**src/rtl/core/quaternion_divide_assert.svh**
```systemverilog
// Assertion macros for the quaternion divider RTL.
// Depends on nothing; included by quaternion_divide, which checks its own logic.
`ifndef QUATERNION_DIVIDE_ASSERT_SVH
`define QUATERNION_DIVIDE_ASSERT_SVH
`ifndef SYNTHESIS
`define QD_ASSERT(lbl, clk, rst, prop) \
   lbl: assert property (@(posedge clk) disable iff (rst) prop) else $error("qdiv check failed");
`define QD_ASSERT_RST(lbl, clk, prop) \
   lbl: assert property (@(posedge clk) prop) else $error("qdiv reset check failed");
`else
`define QD_ASSERT(lbl, clk, rst, prop)
`define QD_ASSERT_RST(lbl, clk, prop)
`endif
`endif

```
**src/rtl/core/qdiv_pkg.sv**
```systemverilog
// Shared constants and types for the quaternion divider.
// No dependencies.
package qdiv_pkg;
   localparam int NCOMP = 4;
   // bit c*4+k set: term k of component c is subtracted; term k uses q[c ^ k]
   localparam logic [15:0] MINUS_MASK = 16'hAC60;

   typedef struct packed {
      logic [NCOMP-1:0] neg;
      logic [NCOMP-1:0] ovf;
      logic             zero;
   } qdiv_flags_type;
endpackage

```
**src/rtl/core/qdiv_step.sv**
```systemverilog
// One restoring division stage: resolves quotient bit BIT for all components.
// Depends on qdiv_pkg.
module qdiv_step #(
   parameter int CW  = 16,
   parameter int FB  = 12,
   parameter int BIT = 0,
   localparam int RW = 2*CW + 1 + FB
) (
   input  logic                                   clock,
   input  logic                                   reset,
   input  logic                                   en,
   input  logic                                   in_valid,
   input  logic [qdiv_pkg::NCOMP-1:0][RW-1:0]     in_rem,
   input  logic [2*CW:0]                          in_norm,
   input  logic [qdiv_pkg::NCOMP-1:0][CW-1:0]     in_quo,
   input  qdiv_pkg::qdiv_flags_type               in_flags,
   output logic                                   out_valid,
   output logic [qdiv_pkg::NCOMP-1:0][RW-1:0]     out_rem,
   output logic [2*CW:0]                          out_norm,
   output logic [qdiv_pkg::NCOMP-1:0][CW-1:0]     out_quo,
   output qdiv_pkg::qdiv_flags_type               out_flags
);
   import qdiv_pkg::*;
   localparam int XW = RW + CW;

   logic                          valid_ff;
   logic [NCOMP-1:0][RW-1:0]      rem_ff, rem_in;
   logic [NCOMP-1:0][CW-1:0]      quo_ff, quo_in;
   logic [2*CW:0]                 norm_ff;
   qdiv_flags_type                flags_ff;

   always_comb begin
      logic [XW-1:0] dsh;
      logic [XW-1:0] wide;
      dsh = {{(XW-2*CW-1){1'b0}}, in_norm} << BIT;
      for (int c = 0; c < NCOMP; c++) begin
         wide      = {{CW{1'b0}}, in_rem[c]};
         quo_in[c] = in_quo[c];
         rem_in[c] = in_rem[c];
         if (wide >= dsh) begin
            rem_in[c]      = RW'(wide - dsh);
            quo_in[c][BIT] = 1'b1;
         end
      end
   end

   always_ff @(posedge clock) begin
      if (reset) begin
         valid_ff <= 1'b0;
      end else if (en) begin
         valid_ff <= in_valid;
      end
   end

   always_ff @(posedge clock) begin
      if (en) begin
         rem_ff   <= rem_in;
         quo_ff   <= quo_in;
         norm_ff  <= in_norm;
         flags_ff <= in_flags;
      end
   end

   assign out_valid = valid_ff;
   assign out_rem   = rem_ff;
   assign out_norm  = norm_ff;
   assign out_quo   = quo_ff;
   assign out_flags = flags_ff;
endmodule
```
**config.mk**
```make
export PLATFORM = sky130hd
export DESIGN_NAME = qdiv_step
export DESIGN_NICKNAME = d
export VERILOG_FILES = /design/src/rtl/core/quaternion_divide_assert.svh /design/src/rtl/core/qdiv_pkg.sv /design/src/rtl/core/qdiv_step.sv
export SDC_FILE = /design/constraint.sdc
export NUM_CORES = 1
export LEC_CHECK = 0
export BUFFER_PORTS_ARGS = -buffer_cell sky130_fd_sc_hd__buf_2
export CAP_MARGIN = 0
export CORE_AREA = 2 2 223 225
export DETAILED_ROUTE_END_ITERATION = 10
export DIE_AREA = 0 0 225 227
export GPL_TIMING_DRIVEN = 0
export HOLD_SLACK_MARGIN = 0.03
export SYNTH_ARGS = -nofsm -noshare
export SYNTH_HDL_FRONTEND = slang
export SYNTH_SLANG_ARGS = --single-unit
export TNS_END_PERCENT = 1
```
**constraint.sdc**
```tcl
create_clock -name clock -period 5.7 [get_ports clock]
set_clock_uncertainty 0.15 [all_clocks]
set_input_delay 0.855 -clock clock [delete_from_list [all_inputs] [get_ports clock]]
set_output_delay 0.855 -clock clock [all_outputs]
set_load 0.03 [all_outputs]
```
# After elaboration in Yosys (flattened, before gate mapping)
# Cells that the tools add are included.
word_totals:
  reg_bits: 287
  inputBits: 290
  output_inout_bits: 287
  word_cells: 29
classes:
  addsub: 4
  order_cmp: 4
  mux: 4
ops:
  columns: ["op", "count"]
  rows:
  - ["$ge A45 B33 Y1", 4]
  - ["$mux W45", 4]
  - ["$sub A45 B33 Y45", 4]

# Depth between registers and ports, before layout
depth:
  depth_word: 2
  ltp_mapped: 14
  depth_no_buf: 11

# Worst setup path after synthesis
# No wires, ideal clock.
synth_path:
  kind: "input-to-reg"
  start: "in in_rem[90] (netlist name)"
  end: "reg rem_ff, in the netlist out_rem[126] (data pin)"
  setup_time_ns: 0.255
  arrival_time_ns: 3.389
  required_time_ns: 5.295
  path_slack_ns: 1.906
  stages: 11
  n_path_buf: 0
  cell_sequence: "inv_1 > ha_1 > fa_1 > nand2b_1 > a211oi_1 > o31ai_1 > a2111oi_2 > o211ai_1 > a211oi_1 > nor3_1 > a21bo_2"
synth_rtl:
  columns: ["element", "line", "text"]
  rows:
  - ["from (decl)", "qdiv_step.sv:13", "input logic [qdiv_pkg::NCOMP-1:0][RW-1:0] in_rem,"]
  - ["to (signal assigned)", "qdiv_step.sv:57", "rem_ff <= rem_in;"]
  - ["to (decl)", "qdiv_step.sv:27", "logic [NCOMP-1:0][RW-1:0] rem_ff, rem_in;"]

==> results.toml <==
[run_status]
status = "complete, no violations"

[worst_setup_path]
crit_fanout = 10
worstPathRequired_ns = 5.82
critPathLaunch = "in_norm[14]"
r2r_start = "out_valid$_SDFFE_PP0P_"
r2r_slack_ns = 4.95
crit-reg2reg-capture = "out_valid$_SDFFE_PP0P_"
path_class = "primary input to flop"
start_kind = "primary input"
reg2reg_depth = 2
critPathArrivalTime_ns = 4.56
crit_path_end_kind = "flop"

[routing]
viasPerCell = 5.70
ant_nets = 0
wire_per_inst_um = 23.6
dr.first_iter.drc_count = 1358
dr.pass1.iters = 5
routed_wl_um = 76400
drc_errors = 0
via_count = 18400

[cells_and_area]
fin_nets = 3006
fill_cells = 4615
synthToLayoutAreaGrowth_pct = 24.9
fin_util_pct = 49.7
drive_gt1_share_pct = 26.9
final_cells = 3232

[min_path]
min-delay-start = "reset"
whs_endpoint = "out_valid$_SDFFE_PP0P_"
min_path_cells = 2
hold_path.class = "primary input to flop"

[power]
p_switching_mw = 2.49
p_comb_share_pct = 31.2
peakVddDrop_mv = 0.194
p_seq_share_pct = 38.5
sw_frac_of_total_pct = 35.2
power_density_nw_per_um2 = 292
static-leakage-power_nw = 10.3
clkPwrFrac_pct = 30.3
p_int_mw = 4.57

[yosys]
synthXorXnorAreaFrac_pct = 6.84
synth_top_family_by_area = "compound AO/OA/AOI/OAI gates"
yosysSeqAreaShare_pct = 44.5
avgSynthCellArea_sq_um = 9.84
synthFlopType = "edfxtp_1"
syn-num-nets = 2392
synth_cells = 1966
ys_ff_latch = 287
ys_top_cells_by_count = "286 x edfxtp_1, 204 x a21oi_1, 165 x nor2_1"
synth_cell_types = 79
yosysTopAreaCell = "edfxtp_1"
synth_compound_area_share_pct = 19.6
yosys_warnings = 0
async_flop_share_pct = 0
synth_edf_count = 286
synthTopCellsByArea = "edfxtp_1 44%, ha_1 8.5%, a21oi_1 5.3%"
yosys.area.top_type_share_pct = 44.4
synth-adder-area-share_pct = 8.96
synthSimpleGateAreaFrac_pct = 15.8
yosysMostFrequentCell = "edfxtp_1"
synthesis.area_sq_um = 19300
synth_mux_area_share_pct = 0.576

[die]
die_x_um = 225
num_rows = 81
die_y_um = 227
die_area_sq_um = 51100
pin_count = 577
core_area_sq_um = 48500
start_util_pct = 39.8

[grt]
grt_pass1_vias = 17700
grt_overflow_total = 0
grt_use_total_pct = 28.8
grt_first_pass_wirelength_um = 109000
met1_usage_pct = 33.5
antenna_found_initial = 12
met3_usage_pct = 5.86
grt_max_degree = 119
grt.met2_usage_pct = 49.9
busiest_layer = "met2"

[cts]
cts_tree = "done"
post_cts_resized = 0
cts_max_level = 2
holdBufCountCts = 0
cts_root_buf = "clkbuf_16"
clk_latency_ns = 0.55
cts.clk_slew.worst_paths_ns = 0.06
post_cts_buffers = 0
cts_buffers = 35
clockBufferDepth = 3
cts.sinks = 287

[timing]
max_freq_mhz = 225
finalSetupTns_ns = 0
finalCritPeriodShare_pct = 77.8
tightest_slew_ns = 0.840
final_hold_viol_count = 0
setup_violations = 0
max-slew-margin-rel_pct = 43.4
fin_crit_ns = 4.44
final.setup.worst_slack_ns = 1.26
final_max_slew_viol_count = 0
grt_setup_unrepaired = "false"

[placement]
portBuffers = 575
hpwl_um = 60300
pre_cts_ws_ns = 0.756
dp.cells = 3165
gp_congestion = 0.911

[run]
maxCapViolations = 0
layer usage:
metal | vias to the layer above | routed length, um
met3 | 150 | 5190
met4 | 4 | 4370
met1 | 8859 | 29600
li1 | 8646 | -
met2 | 754 | 37300
met5 | - | 22
worst max-delay path, cell delays in order:
cell,delay (ns)
buf_2,0.10
inv_1,0.28
ha_1,0.40
clkbuf_1,0.31
nand3_1,0.21
nor4_1,0.42
o211a_1,0.32
o211ai_1,0.19
nand2_1,0.43
clkbuf_1,0.53
buf_2,0.36
a21oi_1,0.16
power by group through the flow:
stage	Combinational, mW	Clock (mW)	Sequential [mW]
final	2.20	2.14	2.72
after global routing	2.36	2.26	2.74
after CTS	2.19	2.19	2.72
after detailed placement	2.18	0	2.76
after global placement	2.17	0	2.78
after floorplan	0.898	0	3.27
flip-flops by register name, summed over array words and instances, names as in the netlist:
name	count
out_flags	9
out_quo	64
out_valid	1
out_rem	180
out_norm	33
worst max path at each step:
| stage | end | slack, ns | depth (start not counted) |
|---|---|---|---|
| global placement | out_valid$_SDFFE_PP0P_ | -0.58 | 3 |
| global route | out_rem[156]$_DFFE_PP_ | 1.05 | 12 |
| detailed placement | out_rem[158]$_DFFE_PP_ | 0.76 | 12 |
| finish | out_rem[158]$_DFFE_PP_ | 1.26 | 12 |
| floorplan | out_rem[126]$_DFFE_PP_ | 1.91 | 11 |
| CTS | out_rem[158]$_DFFE_PP_ | 1.35 | 12 |
cell type report:
| class | instances | area [sq um] | area share (%) |
|---|---|---|---|
| antenna | 6 | 15.0 | 0.0622 |
| buffer | 92 | 428 | 1.77 |
| clock inverter | 21 | 139 | 0.575 |
| sequential | 287 | 8610 | 35.6 |
| clock buffer | 40 | 937 | 3.88 |
| timing repair buffer | 577 | 2940 | 12.2 |
| inverter | 77 | 289 | 1.20 |
| tap | 622 | 778 | 3.22 |
| multi-input combinational | 1510 | 10000 | 41.5 |
cell families (layout without fill, tap and decap cells):
group | after synthesis | count (layout)
other cells | 0 | 6
fa+ha+maj | 136 | 136
compound gates | 597 | 597
buf+inv | 169 | 807
xor+xnor | 151 | 151
simple gates | 616 | 616
mux | 10 | 10
flops | 287 | 287
placed cells by master, fill, tap and decap left out, drive strengths merged, types with 17 or more instances in the layout:
| master | n |
|---|---|
| nand3 | 44 |
| edfxtp | 286 |
| o21bai | 27 |
| nor2 | 170 |
| nand2 | 160 |
| o211ai | 18 |
| xor2 | 59 |
| nand4 | 48 |
| a211oi | 22 |
| nor4 | 24 |
| a21oi | 209 |
| or3 | 17 |
| clkbuf | 114 |
| inv | 78 |
| o21ai | 124 |
| buf | 595 |
| xnor2 | 92 |
| o21a | 19 |
| ha | 132 |
| nor3 | 46 |
| a2111oi | 17 |
| a21o | 65 |
| o31ai | 17 |
per-stage QoR:
stage	total power [mW]	hold WS, ns	instance area (sq um)
2_1_floorplan	4.17	0.480	19300
3_3_place_gp	4.94	0.324	23000
3_5_place_dp	4.94	0.372	23100
4_1_cts	7.10	0.285	24100
5_1_grt	7.36	0.295	24100
6_report	7.06	0.310	24100
(Power assumes the default switching activity.)
